[src/hdl/drfs_pkg.sv]
`timescale 1ns / 1ps
// ----------------------------------------------------------------------------
// drfs_pkg
// Shared types and constants for the display rectangle fill sequencer.
// ----------------------------------------------------------------------------
package drfs_pkg;

  // Default sizing of the sequencer
  localparam int CHUNK_BYTES_DEF = 4096;
  localparam int MAX_DIM_DEF     = 1024;

  // Configuration register map
  localparam int CFG_ADDR_W = 2;
  localparam logic [CFG_ADDR_W-1:0] CFG_PANEL_WIDTH  = 2'd0;
  localparam logic [CFG_ADDR_W-1:0] CFG_PANEL_HEIGHT = 2'd1;
  localparam logic [CFG_ADDR_W-1:0] CFG_COL_OFFSET   = 2'd2;
  localparam logic [CFG_ADDR_W-1:0] CFG_ROW_OFFSET   = 2'd3;

  localparam int PANEL_DIM_W = 11;
  localparam logic [PANEL_DIM_W-1:0] PANEL_WIDTH_RST  = 11'd240;
  localparam logic [PANEL_DIM_W-1:0] PANEL_HEIGHT_RST = 11'd320;

  // Panel command bytes
  localparam logic [7:0] CMD_COLSET = 8'h2A;
  localparam logic [7:0] CMD_ROWSET = 8'h2B;
  localparam logic [7:0] CMD_MEMWR  = 8'h2C;

  // Result status codes
  typedef enum logic [1:0] {
    STAT_OK     = 2'd0,
    STAT_REJECT = 2'd1,
    STAT_BUSY   = 2'd2
  } drfs_status_e;

  // One input item
  typedef struct packed {
    logic        action;   // 1 start fill, 0 tick
    logic [15:0] x_start;
    logic [15:0] y_start;
    logic [15:0] x_end;
    logic [15:0] y_end;
    logic [15:0] color;
  } drfs_item_t;

  // Start geometry after swap, clip and offset
  typedef struct packed {
    logic        reject;
    logic [15:0] col_first;
    logic [15:0] col_last;
    logic [15:0] row_first;
    logic [15:0] row_last;
  } drfs_geom_t;

  // One result item
  typedef struct packed {
    logic         has_byte;
    logic [7:0]   out_byte;
    logic         is_command;
    logic         release_select;
    logic         last_byte;
    drfs_status_e status;
  } drfs_result_t;

  // Sequencer status toward the top level
  typedef struct packed {
    logic busy;
    logic pixel_phase;
  } drfs_stat_t;

endpackage

[src/hdl/drfs_in_stage.sv]
`timescale 1ns / 1ps
// ----------------------------------------------------------------------------
// drfs_in_stage
// Input register: captures one item and holds it until the sequencer takes it.
// ----------------------------------------------------------------------------
module drfs_in_stage (
  input  logic               clk_i,
  input  logic               rst_ni,
  input  logic               in_valid_i,
  output logic               in_ready_o,
  input  drfs_pkg::drfs_item_t in_item_i,
  input  logic               take_i,
  output logic               valid_o,
  output drfs_pkg::drfs_item_t item_o
);

  logic                 valid_d, valid_q;
  drfs_pkg::drfs_item_t item_q;

  // Accept when empty or when the held item leaves this cycle
  assign in_ready_o = !valid_q || take_i;

  always_comb begin
    valid_d = valid_q;
    if (in_valid_i && in_ready_o) begin
      valid_d = 1'b1;
    end else if (take_i) begin
      valid_d = 1'b0;
    end
  end

  always_ff @(posedge clk_i or negedge rst_ni) begin
    if (!rst_ni) begin
      valid_q <= 1'b0;
    end else begin
      valid_q <= valid_d;
    end
  end

  // Payload needs no reset
  always_ff @(posedge clk_i) begin
    if (in_valid_i && in_ready_o) begin
      item_q <= in_item_i;
    end
  end

  assign valid_o = valid_q;
  assign item_o  = item_q;

endmodule

[src/hdl/drfs_setup.sv]
`timescale 1ns / 1ps
// ----------------------------------------------------------------------------
// drfs_setup
// Start geometry: corner swap, panel check, clip, byte count and offsets.
// ----------------------------------------------------------------------------
module drfs_setup #(
  parameter int MAX_DIM = drfs_pkg::MAX_DIM_DEF
) (
  input  drfs_pkg::drfs_item_t                           item_i,
  input  logic [drfs_pkg::PANEL_DIM_W-1:0]               panel_width_i,
  input  logic [drfs_pkg::PANEL_DIM_W-1:0]               panel_height_i,
  input  logic [15:0]                                    col_offset_i,
  input  logic [15:0]                                    row_offset_i,
  output drfs_pkg::drfs_geom_t                           geom_o,
  output logic [$clog2(2*MAX_DIM*MAX_DIM+1)-1:0]         bytes_o
);

  localparam int DIM_W = $clog2(MAX_DIM + 1);
  localparam int BL_W  = $clog2(2 * MAX_DIM * MAX_DIM + 1);
  localparam int SAT_W = (DIM_W > drfs_pkg::PANEL_DIM_W) ? DIM_W : drfs_pkg::PANEL_DIM_W;

  logic [SAT_W-1:0]   pw_ext, ph_ext, max_ext;
  logic [DIM_W-1:0]   w, h;
  logic [15:0]        w16, h16;
  logic [15:0]        xs, xe, ys, ye;
  logic [15:0]        xe_c, ye_c;
  logic [DIM_W-1:0]   span_x, span_y;
  logic [2*DIM_W-1:0] area;

  // Saturate panel size at the largest supported dimension
  assign pw_ext  = SAT_W'(panel_width_i);
  assign ph_ext  = SAT_W'(panel_height_i);
  assign max_ext = SAT_W'(MAX_DIM);
  assign w       = (pw_ext > max_ext) ? DIM_W'(MAX_DIM) : DIM_W'(pw_ext);
  assign h       = (ph_ext > max_ext) ? DIM_W'(MAX_DIM) : DIM_W'(ph_ext);
  assign w16     = 16'(w);
  assign h16     = 16'(h);

  // Order the corners so that start is not past end
  always_comb begin
    if (item_i.x_end < item_i.x_start) begin
      xs = item_i.x_end;
      xe = item_i.x_start;
    end else begin
      xs = item_i.x_start;
      xe = item_i.x_end;
    end
    if (item_i.y_end < item_i.y_start) begin
      ys = item_i.y_end;
      ye = item_i.y_start;
    end else begin
      ys = item_i.y_start;
      ye = item_i.y_end;
    end
  end

  // Clip end corners to the last column and row
  assign xe_c = (xe >= w16) ? (w16 - 16'd1) : xe;
  assign ye_c = (ye >= h16) ? (h16 - 16'd1) : ye;

  // Spans fit the dimension width whenever the start is on the panel
  assign span_x = DIM_W'(xe_c - xs + 16'd1);
  assign span_y = DIM_W'(ye_c - ys + 16'd1);
  assign area   = span_x * span_y;
  assign bytes_o = BL_W'({area, 1'b0});

  assign geom_o.reject    = (xs >= w16) || (ys >= h16);
  assign geom_o.col_first = xs + col_offset_i;
  assign geom_o.col_last  = xe_c + col_offset_i;
  assign geom_o.row_first = ys + row_offset_i;
  assign geom_o.row_last  = ye_c + row_offset_i;

endmodule

[src/hdl/drfs_seq.sv]
`timescale 1ns / 1ps
// ----------------------------------------------------------------------------
// drfs_seq
// Byte sequencer: fill state, header and pixel byte generation, result register.
// ----------------------------------------------------------------------------
module drfs_seq #(
  parameter int CHUNK_BYTES = drfs_pkg::CHUNK_BYTES_DEF,
  parameter int MAX_DIM     = drfs_pkg::MAX_DIM_DEF
) (
  input  logic                                   clk_i,
  input  logic                                   rst_ni,
  input  logic                                   item_valid_i,
  input  drfs_pkg::drfs_item_t                   item_i,
  input  drfs_pkg::drfs_geom_t                   geom_i,
  input  logic [$clog2(2*MAX_DIM*MAX_DIM+1)-1:0] bytes_i,
  output logic                                   take_o,
  output logic                                   res_valid_o,
  input  logic                                   res_ready_i,
  output drfs_pkg::drfs_result_t                 res_o,
  output drfs_pkg::drfs_stat_t                   stat_o
);

  localparam int BL_W  = $clog2(2 * MAX_DIM * MAX_DIM + 1);
  localparam int CH_W  = $clog2(CHUNK_BYTES + 1);
  localparam int CMP_W = (BL_W > CH_W) ? BL_W : CH_W;

  // Header step codes
  localparam logic [3:0] STEP_COLSET  = 4'd0;
  localparam logic [3:0] STEP_XS_HI   = 4'd1;
  localparam logic [3:0] STEP_XS_LO   = 4'd2;
  localparam logic [3:0] STEP_XE_HI   = 4'd3;
  localparam logic [3:0] STEP_XE_LO   = 4'd4;
  localparam logic [3:0] STEP_ROWSET  = 4'd5;
  localparam logic [3:0] STEP_YS_HI   = 4'd6;
  localparam logic [3:0] STEP_YS_LO   = 4'd7;
  localparam logic [3:0] STEP_YE_HI   = 4'd8;
  localparam logic [3:0] STEP_YE_LO   = 4'd9;
  localparam logic [3:0] STEP_MEMWR_B = 4'd11;
  localparam logic [3:0] HDR_LEN      = 4'd12;

  logic              busy_d, busy_q;
  logic [3:0]        step_d, step_q;
  logic [15:0]       col_first_d, col_first_q, col_last_d, col_last_q;
  logic [15:0]       row_first_d, row_first_q, row_last_d, row_last_q;
  logic [15:0]       color_d, color_q;
  logic [BL_W-1:0]   bytes_left_d, bytes_left_q, bytes_next;
  logic [CH_W-1:0]   chunk_left_d, chunk_left_q, chunk_load, chunk_next;
  logic [CMP_W-1:0]  bl_ext, ch_ext;
  logic              res_valid_d, res_valid_q;
  drfs_pkg::drfs_result_t res_d, res_q;

  // Advance when the result register is free or drains this cycle
  assign take_o = item_valid_i && (!res_valid_q || res_ready_i);

  // Chunk size for a new select chunk
  assign bl_ext     = CMP_W'(bytes_left_q);
  assign ch_ext     = CMP_W'(CHUNK_BYTES);
  assign chunk_load = (chunk_left_q != '0) ? chunk_left_q :
                      ((bl_ext > ch_ext) ? CH_W'(CHUNK_BYTES) : CH_W'(bytes_left_q));
  assign chunk_next = chunk_load - CH_W'(1);
  assign bytes_next = bytes_left_q - BL_W'(1);

  // Next state and result for the item in front
  always_comb begin
    busy_d       = busy_q;
    step_d       = step_q;
    col_first_d  = col_first_q;
    col_last_d   = col_last_q;
    row_first_d  = row_first_q;
    row_last_d   = row_last_q;
    color_d      = color_q;
    bytes_left_d = bytes_left_q;
    chunk_left_d = chunk_left_q;
    res_d        = '0;
    res_d.status = drfs_pkg::STAT_OK;

    if (item_i.action) begin
      if (busy_q) begin
        res_d.status = drfs_pkg::STAT_BUSY;
      end else if (geom_i.reject) begin
        res_d.status = drfs_pkg::STAT_REJECT;
      end else begin
        col_first_d  = geom_i.col_first;
        col_last_d   = geom_i.col_last;
        row_first_d  = geom_i.row_first;
        row_last_d   = geom_i.row_last;
        color_d      = item_i.color;
        bytes_left_d = bytes_i;
        step_d       = STEP_COLSET;
        chunk_left_d = '0;
        busy_d       = 1'b1;
      end
    end else if (busy_q) begin
      res_d.has_byte = 1'b1;
      if (step_q < HDR_LEN) begin
        case (step_q)
          STEP_COLSET: begin
            res_d.out_byte   = drfs_pkg::CMD_COLSET;
            res_d.is_command = 1'b1;
          end
          STEP_XS_HI:  res_d.out_byte = col_first_q[15:8];
          STEP_XS_LO:  res_d.out_byte = col_first_q[7:0];
          STEP_XE_HI:  res_d.out_byte = col_last_q[15:8];
          STEP_XE_LO:  res_d.out_byte = col_last_q[7:0];
          STEP_ROWSET: begin
            res_d.out_byte   = drfs_pkg::CMD_ROWSET;
            res_d.is_command = 1'b1;
          end
          STEP_YS_HI:  res_d.out_byte = row_first_q[15:8];
          STEP_YS_LO:  res_d.out_byte = row_first_q[7:0];
          STEP_YE_HI:  res_d.out_byte = row_last_q[15:8];
          STEP_YE_LO:  res_d.out_byte = row_last_q[7:0];
          default: begin
            // both memory-write commands, each closing a select window
            res_d.out_byte       = drfs_pkg::CMD_MEMWR;
            res_d.is_command     = 1'b1;
            res_d.release_select = 1'b1;
          end
        endcase
        step_d = step_q + 4'd1;
        if ((step_q == STEP_MEMWR_B) && (bytes_left_q == '0)) begin
          res_d.last_byte = 1'b1;
          busy_d          = 1'b0;
        end
      end else begin
        // Odd count left means the low byte of the pixel is due
        res_d.out_byte = bytes_left_q[0] ? color_q[7:0] : color_q[15:8];
        bytes_left_d   = bytes_next;
        chunk_left_d   = chunk_next;
        if (chunk_next == '0) begin
          res_d.release_select = 1'b1;
        end
        if (bytes_next == '0) begin
          res_d.release_select = 1'b1;
          res_d.last_byte      = 1'b1;
          chunk_left_d         = '0;
          busy_d               = 1'b0;
        end
      end
    end
  end

  // Result register valid flag
  always_comb begin
    res_valid_d = res_valid_q;
    if (take_o) begin
      res_valid_d = 1'b1;
    end else if (res_ready_i) begin
      res_valid_d = 1'b0;
    end
  end

  // Control and fill state
  always_ff @(posedge clk_i or negedge rst_ni) begin
    if (!rst_ni) begin
      busy_q       <= 1'b0;
      step_q       <= STEP_COLSET;
      bytes_left_q <= '0;
      chunk_left_q <= '0;
      res_valid_q  <= 1'b0;
    end else begin
      res_valid_q <= res_valid_d;
      if (take_o) begin
        busy_q       <= busy_d;
        step_q       <= step_d;
        bytes_left_q <= bytes_left_d;
        chunk_left_q <= chunk_left_d;
      end
    end
  end

  // Payload registers
  always_ff @(posedge clk_i) begin
    if (take_o) begin
      col_first_q <= col_first_d;
      col_last_q  <= col_last_d;
      row_first_q <= row_first_d;
      row_last_q  <= row_last_d;
      color_q     <= color_d;
      res_q       <= res_d;
    end
  end

  assign res_valid_o        = res_valid_q;
  assign res_o              = res_q;
  assign stat_o.busy        = busy_q;
  assign stat_o.pixel_phase = busy_q && (step_q >= HDR_LEN);

endmodule

[src/hdl/display_rect_fill_sequencer.sv]
`timescale 1ns / 1ps
// ----------------------------------------------------------------------------
// display_rect_fill_sequencer
// Rectangle fill byte stream generator for a serial RGB565 panel.
// ----------------------------------------------------------------------------
// Every input transaction yields exactly one result transaction. A start item
// (tuser = 1) loads a rectangle and color; each following tick (tuser = 0)
// yields one panel byte: column-set and row-set commands with their
// coordinates, two memory-write commands, then the color bytes high byte
// first, with select released after each chunk and after the final byte.
// The block takes one item per clock cycle unless the result side stalls. An
// accepted item sits in the input register until the sequencer takes it; then
// the result register, which the sequencer state updates with, loads its
// result and presents it until the receiver takes it. Backpressure on the result
// side stalls the input only once both registers are full. Configuration
// writes are always accepted and must be made while no fill is in flight.
// ----------------------------------------------------------------------------
module display_rect_fill_sequencer #(
  parameter int CHUNK_BYTES = drfs_pkg::CHUNK_BYTES_DEF,
  parameter int MAX_DIM     = drfs_pkg::MAX_DIM_DEF
) (
  input  logic                            clk_i,
  input  logic                            rst_ni,
  // Input item stream
  input  logic                            s_axis_tvalid_i,
  output logic                            s_axis_tready_o,
  input  logic [79:0]                     s_axis_tdata_i,  // x_start, y_start, x_end, y_end, color
  input  logic                            s_axis_tuser_i,  // action
  // Result stream
  output logic                            m_axis_tvalid_o,
  input  logic                            m_axis_tready_i,
  output logic [7:0]                      m_axis_tdata_o,  // out_byte
  output logic                            m_axis_tlast_o,  // last_byte
  output logic [4:0]                      m_axis_tuser_o,  // has_byte, is_command,
                                                           // release_select, status[1:0]
  // Configuration write channel
  input  logic                            cfg_valid_i,
  output logic                            cfg_ready_o,
  input  logic [drfs_pkg::CFG_ADDR_W-1:0] cfg_addr_i,
  input  logic [15:0]                     cfg_data_i
);

  localparam int BL_W = $clog2(2 * MAX_DIM * MAX_DIM + 1);

  logic [drfs_pkg::PANEL_DIM_W-1:0] panel_width_q, panel_height_q;
  logic [15:0]                      col_offset_q, row_offset_q;

  drfs_pkg::drfs_item_t   in_item, st_item;
  drfs_pkg::drfs_geom_t   geom;
  drfs_pkg::drfs_result_t res;
  drfs_pkg::drfs_stat_t   stat;
  logic                   st_valid, take;
  logic [BL_W-1:0]        bytes;

  // Configuration registers
  assign cfg_ready_o = 1'b1;

  always_ff @(posedge clk_i or negedge rst_ni) begin
    if (!rst_ni) begin
      panel_width_q  <= drfs_pkg::PANEL_WIDTH_RST;
      panel_height_q <= drfs_pkg::PANEL_HEIGHT_RST;
      col_offset_q   <= '0;
      row_offset_q   <= '0;
    end else if (cfg_valid_i && cfg_ready_o) begin
      case (cfg_addr_i)
        drfs_pkg::CFG_PANEL_WIDTH:  panel_width_q  <= cfg_data_i[drfs_pkg::PANEL_DIM_W-1:0];
        drfs_pkg::CFG_PANEL_HEIGHT: panel_height_q <= cfg_data_i[drfs_pkg::PANEL_DIM_W-1:0];
        drfs_pkg::CFG_COL_OFFSET:   col_offset_q   <= cfg_data_i;
        drfs_pkg::CFG_ROW_OFFSET:   row_offset_q   <= cfg_data_i;
        default: ;
      endcase
    end
  end

  // Unpack the input transaction
  assign in_item.action  = s_axis_tuser_i;
  assign in_item.x_start = s_axis_tdata_i[15:0];
  assign in_item.y_start = s_axis_tdata_i[31:16];
  assign in_item.x_end   = s_axis_tdata_i[47:32];
  assign in_item.y_end   = s_axis_tdata_i[63:48];
  assign in_item.color   = s_axis_tdata_i[79:64];

  drfs_in_stage u_in_stage (
    .clk_i      (clk_i),
    .rst_ni     (rst_ni),
    .in_valid_i (s_axis_tvalid_i),
    .in_ready_o (s_axis_tready_o),
    .in_item_i  (in_item),
    .take_i     (take),
    .valid_o    (st_valid),
    .item_o     (st_item)
  );

  drfs_setup #(
    .MAX_DIM (MAX_DIM)
  ) u_setup (
    .item_i         (st_item),
    .panel_width_i  (panel_width_q),
    .panel_height_i (panel_height_q),
    .col_offset_i   (col_offset_q),
    .row_offset_i   (row_offset_q),
    .geom_o         (geom),
    .bytes_o        (bytes)
  );

  drfs_seq #(
    .CHUNK_BYTES (CHUNK_BYTES),
    .MAX_DIM     (MAX_DIM)
  ) u_seq (
    .clk_i        (clk_i),
    .rst_ni       (rst_ni),
    .item_valid_i (st_valid),
    .item_i       (st_item),
    .geom_i       (geom),
    .bytes_i      (bytes),
    .take_o       (take),
    .res_valid_o  (m_axis_tvalid_o),
    .res_ready_i  (m_axis_tready_i),
    .res_o        (res),
    .stat_o       (stat)
  );

  // Pack the result transaction
  assign m_axis_tdata_o = res.out_byte;
  assign m_axis_tlast_o = res.last_byte;
  assign m_axis_tuser_o = {res.status, res.release_select, res.is_command, res.has_byte};

  // A final byte waiting at the output means the fill has ended
  a_last_idle : assert property (@(posedge clk_i) disable iff (!rst_ni)
    (m_axis_tvalid_o && m_axis_tlast_o) |-> !stat.busy)
    else $error("fill still busy while its final byte is held");

  // Input stalls only when both registers are full and the output is blocked
  a_stall_cause : assert property (@(posedge clk_i) disable iff (!rst_ni)
    !s_axis_tready_o |-> (m_axis_tvalid_o && !m_axis_tready_i))
    else $error("input stalled without output backpressure");

  // Command bytes are only the three panel commands
  a_cmd_bytes : assert property (@(posedge clk_i) disable iff (!rst_ni)
    (m_axis_tvalid_o && m_axis_tuser_o[1]) |->
      ((m_axis_tdata_o == drfs_pkg::CMD_COLSET) ||
       (m_axis_tdata_o == drfs_pkg::CMD_ROWSET) ||
       (m_axis_tdata_o == drfs_pkg::CMD_MEMWR)))
    else $error("unexpected command byte");

  // Pixel phase only inside a fill
  a_pixel_busy : assert property (@(posedge clk_i) disable iff (!rst_ni)
    stat.pixel_phase |-> stat.busy)
    else $error("pixel phase outside a fill");

endmodule

[config.mk]
export PLATFORM = sky130hd
export DESIGN_NAME = display_rect_fill_sequencer
export DESIGN_NICKNAME = d
export VERILOG_FILES = /design/src/hdl/drfs_pkg.sv /design/src/hdl/drfs_in_stage.sv /design/src/hdl/drfs_setup.sv /design/src/hdl/drfs_seq.sv /design/src/hdl/display_rect_fill_sequencer.sv
export SDC_FILE = /design/constraint.sdc
export NUM_CORES = 1
export LEC_CHECK = 0
export BUFFER_PORTS_ARGS = -buffer_cell sky130_fd_sc_hd__buf_2
export CORE_AREA = 2 2 236 238
export CTS_CLUSTER_SIZE = 12
export DETAILED_ROUTE_END_ITERATION = 12
export DIE_AREA = 0 0 238 240
export GPL_TIMING_DRIVEN = 0
export PLACE_DENSITY = 0.61
export SYNTH_ARGS = -nofsm -noshare
export SYNTH_HDL_FRONTEND = slang
export SYNTH_SLANG_ARGS = --single-unit
export TNS_END_PERCENT = 100
[constraint.sdc]
create_clock -name clk_i -period 22.4 [get_ports clk_i]
set_input_delay 3.36 -clock clk_i [delete_from_list [all_inputs] [get_ports clk_i]]
set_output_delay 3.36 -clock clk_i [all_outputs]
set_load 0.1 [all_outputs]
==> results of run 1 <==
==> how the worst max path moves through the flow <==
stage / from / end / slack, ps
2_1_floorplan: u_in_stage.item_o[23] / u_seq.bl_ext[21] / 11210
3_3_place_gp: u_in_stage.item_o[23] / u_seq.bl_ext[21] / 8500
4_1_cts: u_in_stage.item_o[23] / u_seq.bl_ext[21] / 8340
3_5_place_dp: u_in_stage.item_o[23] / u_seq.bl_ext[21] / 8360
5_1_grt: u_in_stage.item_o[23] / u_seq.bl_ext[21] / 7360
6_report: u_in_stage.item_o[23] / u_seq.bl_ext[21] / 8330
==> metal layers <==
layer / GRT usage [%] / routed length [µm]
met5: 0 / 0
met4: 5.63 / 1750
met1: 29.4 / 27800
met2: 33.2 / 26000
met3: 2.57 / 3200
==> metrics by stage <==
stage | worst slack (ps) | utilization (%) | cell area [µm²] | hold slack (ps) | cells
final | 8330 | 44.1 | 24100 | 419 | 3052
after CTS | 8340 | 44.1 | 24100 | 418 | 3049
after floorplan | 11210 | - | 21700 | 400 | 2169
after global routing | 7360 | 44.1 | 24100 | 424 | 3051
after global placement | 8500 | 42.3 | 23100 | 405 | 2992
after detailed placement | 8360 | 42.5 | 23200 | 405 | 2995
==> critical path: cells and delay by family, from the launching register on <==
kind	cells	cell delay [ps]
mux	1	370
buf+inv	7	1600
compound gates	20	5050
fa+ha+maj	10	4310
simple gates	5	720
flops	1	420
xor+xnor	3	1500
==> flip-flops by register name (all words and copies together), names as in the netlist, 13 cells and up <==
register and cells:
u_seq.col_last_q 16, u_seq.res_o 14, u_in_stage.item_o 81, u_seq.bl_ext 22, u_seq.color_q 16, u_seq.chunk_left_q 13, col_offset_q 16, u_seq.col_first_q 16
u_seq.row_last_q 16, row_offset_q 16, u_seq.row_first_q 16
==> kinds of logic after synthesis <==
group           after synthesis  synth area share, %
simple gates                563                 12.5
mux                         101                 5.20
other cells                   1               0.0173
compound gates              466                 14.4
xor+xnor                    122                 5.00
flops                       271                 35.4
fa+ha+maj                   327                 21.8
buf+inv                     318                 5.67
==> layout by cell type, fill, tap and decap left out, types with 28 or more instances in the layout <==
| master | count |
|---|---|
| xnor2_1 | 104 |
| a21o_1 | 57 |
| nor3_1 | 41 |
| ha_1 | 242 |
| dfrtp_1 | 90 |
| clkbuf_1 | 80 |
| clkbuf_16 | 30 |
| buf_2 | 128 |
| inv_1 | 230 |
| o21ai_0 | 102 |
| nand2b_1 | 28 |
| nor2_1 | 152 |
| fa_1 | 85 |
| a21oi_1 | 115 |
| and2_1 | 46 |
| edfxtp_1 | 175 |
| nand2_1 | 173 |
| mux2_2 | 82 |
==> layout make-up <==
type                       instances  area [µm²]
fill                            5172       30500
multi-input combinational       1580       12800
sequential                       271        7660
tap                              704         881
inverter                         230         863
clock buffer                      45         817
timing repair buffer             122         681
buffer                            88         365
clock inverter                     9        76.3
antenna                            3        7.51
==> flow_summary.toml, run 1 <==
[status]
status = "completed"

[hold_path]
min_path_cells = 0
hold_class = "flip-flop to flip-flop"
worstHoldStart = "u_in_stage.item_o[9]"
holdPathEnd = "u_seq.color_q[9]"

[route]
via_per_inst = 5.44
routed-via-count = 16600
wl_per_cell_um = 19.3
wirelength_um = 58800
first_pass_iters = 5
drtIter0Drc = 1305
route.detailed.drc = 0
ant_nets = 0

[critical_path]
path_class = "flip-flop to flip-flop"
reg2regPathDepth = 46
worstPathArrival_ps = 14560
worst-path-max-fanout = 10
crit_top_cell = "o21ai_0"
cp-end-kind = "flip-flop"
reg2reg_to = "u_seq.bl_ext[21]"
ff2ff_setup_slack_ps = 8330
start_kind = "flip-flop"
regToRegStartpoint = "u_in_stage.item_o[23]"
slowest_delay_ps = 940
critPathRequiredTime_ps = 22890
cp_slowest_cell = "o41ai_1"

[grt]
grt_pass1_vias = 16600
gr-total-overflow = 0
gr-usage-all-layers_pct = 20.7
antenna_found_initial = 3
grt_pass1_wl_um = 92800
grt_max_degree = 71

[flow_run]
maxCapViolCount = 0

[logic_synthesis]
yosysTopAreaCell = "edfxtp_1"
synthTopCellsByArea = "edfxtp_1 24%, ha_1 14%, dfrtp_1 10%, fa_1 7.9%, mux2_2 4.3%"
netlist_area_um2 = 21700
synth_async_sr_flop_share_pct = 35.4
syn_area_per_cell_um2 = 9.99
synth.most_common_cell = "ha_1"
syn_nets = 2600
yosys_register_bits = 271
yosysUniqueCellTypes = 86
netlist_instances = 2169
synth_edf_count = 175
synth_top_flop_cell = "edfxtp_1"
synth_top_area_share_pct = 24.3
synth_common_cells = "242 x ha_1, 230 x inv_1, 175 x edfxtp_1"
yosysSeqAreaShare_pct = 35.4
yosysWarnings = 0

[sta]
slew_headroom_pct = 10.2
drv_slew = 0
rsz0062_at_grt = "no"
fin_crit_ps = 14070
skew_ps = 23.4
fmax_mhz = 71.1
hold_viol = 0
worstMarginPinSlew_ps = 1340
fin_crit_sh_pct = 62.8
finalSetupViolations = 0
setup_tns_ps = 0

[floorplan]
core-area_um2 = 54700
io_pins = 121
rows = 86
die_width_um = 238
die_y_um = 240
fp.dieArea_um2 = 57100
initial_core_util_pct = 39.6

[placement]
hpwl_um = 47400
port_buffers = 119
place_congestion = 0.914

[clock_network]
cts_tree = "yes"
worst_skew_pair.late_latency_ps = 580
ctsHoldBuffers = 0
cts_resized = 0
post_cts_buffers = 0
cts_buffer_depth = 3
numCtsBuffers = 29
clk_pin_slew_ps = 60
cts_max_level = 1
clock-sinks = 271
cts_root_buffer = "clkbuf_16"

[layout]
final_layout_size_suffix_gt1_share_pct = 12.3
final_nets = 2753
synthToLayoutAreaGrowth_pct = 11.4
Power of run 1 is left out: the tool's default activity adds up to more than one toggle a clock period on the data nets, which glitch-free logic cannot reach.
==> run 2: changes to the inputs <==
PLACE_DENSITY = 0.63   (was 0.61)
clock period = 11.4 ns   (was 22.4 ns; I/O delays follow)
==> flow_summary.toml, run 2 (synthesized netlist as in run 1, its figures left out) <==
[critical_path]
reg2regPathDepth = 48
critPathRequiredTime_ps = 11870
cp-end-kind = "flip-flop"
ff2ff_setup_slack_ps = 400
worst-path-max-fanout = 10
crit_buf_inv = 9
slowest_delay_ps = 550
start_kind = "flip-flop"
crit_family = "adder cells"
regToRegStartpoint = "u_in_stage.item_o[22]"
cp_slowest_cell = "fa_1"
path_class = "flip-flop to flip-flop"
worstPathArrival_ps = 11470
reg2reg_to = "u_seq.bl_ext[18]"

[layout]
final_layout_size_suffix_gt1_share_pct = 17.4
final_cell_mix = "236 x ha_1, 228 x inv_1, 175 x edfxtp_1, 173 x nand2_1, 151 x nor2_1"
stdcell_area_um2 = 25200
largest_reg_flops = 81
final_common_cell = "ha_1"
utilization_pct = 46.1
final_nets = 2810
fill_cells = 5097
synthToLayoutAreaGrowth_pct = 16.3

[route]
route.detailed.drc = 0
first_pass_iters = 5
wirelength_um = 59400
wl_per_cell_um = 19.1
highest_layer = "met5"
route.met2.wl_um = 26700
routed-wl-met3_um = 3090
met1Wirelength_um = 27600
via_per_inst = 5.45
drtIter0Drc = 1364
ant_nets = 0
routed-via-count = 16900

[sta]
fin_crit_sh_pct = 96.5
hold_viol = 0
skew_ps = 31.5
fin_crit_ps = 11000
finalSetupViolations = 0
drv_slew = 0
fmax_mhz = 90.9
slew_headroom_pct = 18.5
worstMarginPinSlew_ps = 1190

[floorplan]
die_width_um = 238
die_y_um = 240
io_pins = 121
fp.dieArea_um2 = 57100
initial_core_util_pct = 39.6
core-area_um2 = 54700
rows = 86

[hold_path]
hold_class = "flip-flop to flip-flop"
worstHoldStart = "u_in_stage.item_o[3]"
min_path_cells = 0
holdPathEnd = "u_seq.color_q[3]"

[grt]
antenna_found_initial = 2
gr-total-overflow = 0
gr-usage-all-layers_pct = 20.8
grt_max_degree = 73
grt_pass1_wl_um = 93100
grt_pass1_vias = 16800

[clock_network]
cts_root_buffer = "clkbuf_16"
cts_buffer_depth = 3
clk_pin_slew_ps = 60
cts_tree = "yes"
ctsHoldBuffers = 0
clock-sinks = 271
cts_max_level = 1
worst_skew_pair.late_latency_ps = 590
numCtsBuffers = 29

[status]
status = "completed"

[placement]
port_buffers = 119
place_congestion = 0.931
place_area_um2 = 23200
hpwl_um = 46800

[flow_run]
maxCapViolCount = 0
==> run 2: changes by cell type in the layout (fill, tap and decap cells not counted), moves of 8 or more <==
cell      previous run  this run
mux2i_1             18        10
buf_4                3        64
o21ai_0            102        91
a21oi_2              0         9
clkbuf_1            80        68
a21oi_1            115       106
==> run 2: worst reg2reg max path, delay by kind of cell, from the launching register on <==
kind	cells	cell delay (ps)
xor+xnor	1	190
compound gates	19	3930
simple gates	6	700
fa+ha+maj	11	4190
buf+inv	9	810
flops	1	410
mux	2	670
==> run 2: how the worst max path moves through the flow <==
stage / start / to / slack, ps / cells past startpoint
5_1_grt: u_in_stage.item_o[71] / u_seq.bl_ext[21] / -20 / 47
4_1_cts: u_in_stage.item_o[23] / u_seq.bl_ext[21] / 6 / 49
3_3_place_gp: u_in_stage.item_o[23] / u_seq.bl_ext[21] / -2370 / 46
2_1_floorplan: u_in_stage.item_o[23] / u_seq.bl_ext[21] / 210 / 46
3_5_place_dp: u_in_stage.item_o[23] / u_seq.bl_ext[21] / -2660 / 46
6_report: u_in_stage.item_o[22] / u_seq.bl_ext[18] / 400 / 48
==> run 2: per-layer routing <==
layer	vias to the layer above	track usage (%)
li1	8081	-
met1	8238	29.3
met2	498	33.5
met3	117	2.55
met4	2	6.23
met5	-	0
==> run 2: timing repair <==
item                       in CTS  in global routing
setup endpoints to repair      12                  8
gates resized for setup        81                 43
setup buffers                  36                 21
pin swaps                       8                 14
==> run 2: layout make-up <==
cell class | count | area, µm² | share of cell area (%)
repair buffers | 179 | 1110 | 4.40
flip-flops and latches | 271 | 7660 | 30.4
plain buffers | 88 | 452 | 1.79
multi-input cells | 1580 | 13200 | 52.5
clock buffers | 46 | 851 | 3.38
well taps | 704 | 881 | 3.50
clock inverters | 8 | 130 | 0.517
inverters | 230 | 863 | 3.43
diodes | 1 | 2.50 | 0.00994
==> run 2: per-stage QoR <==
step | instances | TNS, ps | worst slack, ps | hold WS, ps
2_1_floorplan | 2169 | 0 | 215 | 400
3_3_place_gp | 2992 | -18680 | -2370 | 405
3_5_place_dp | 2995 | -21150 | -2660 | 405
4_1_cts | 3085 | 0 | 6.43 | 417
5_1_grt | 3106 | -17.6 | -17.6 | 427
6_report | 3107 | 0 | 399 | 418
Power of run 2 is left out for the same reason.
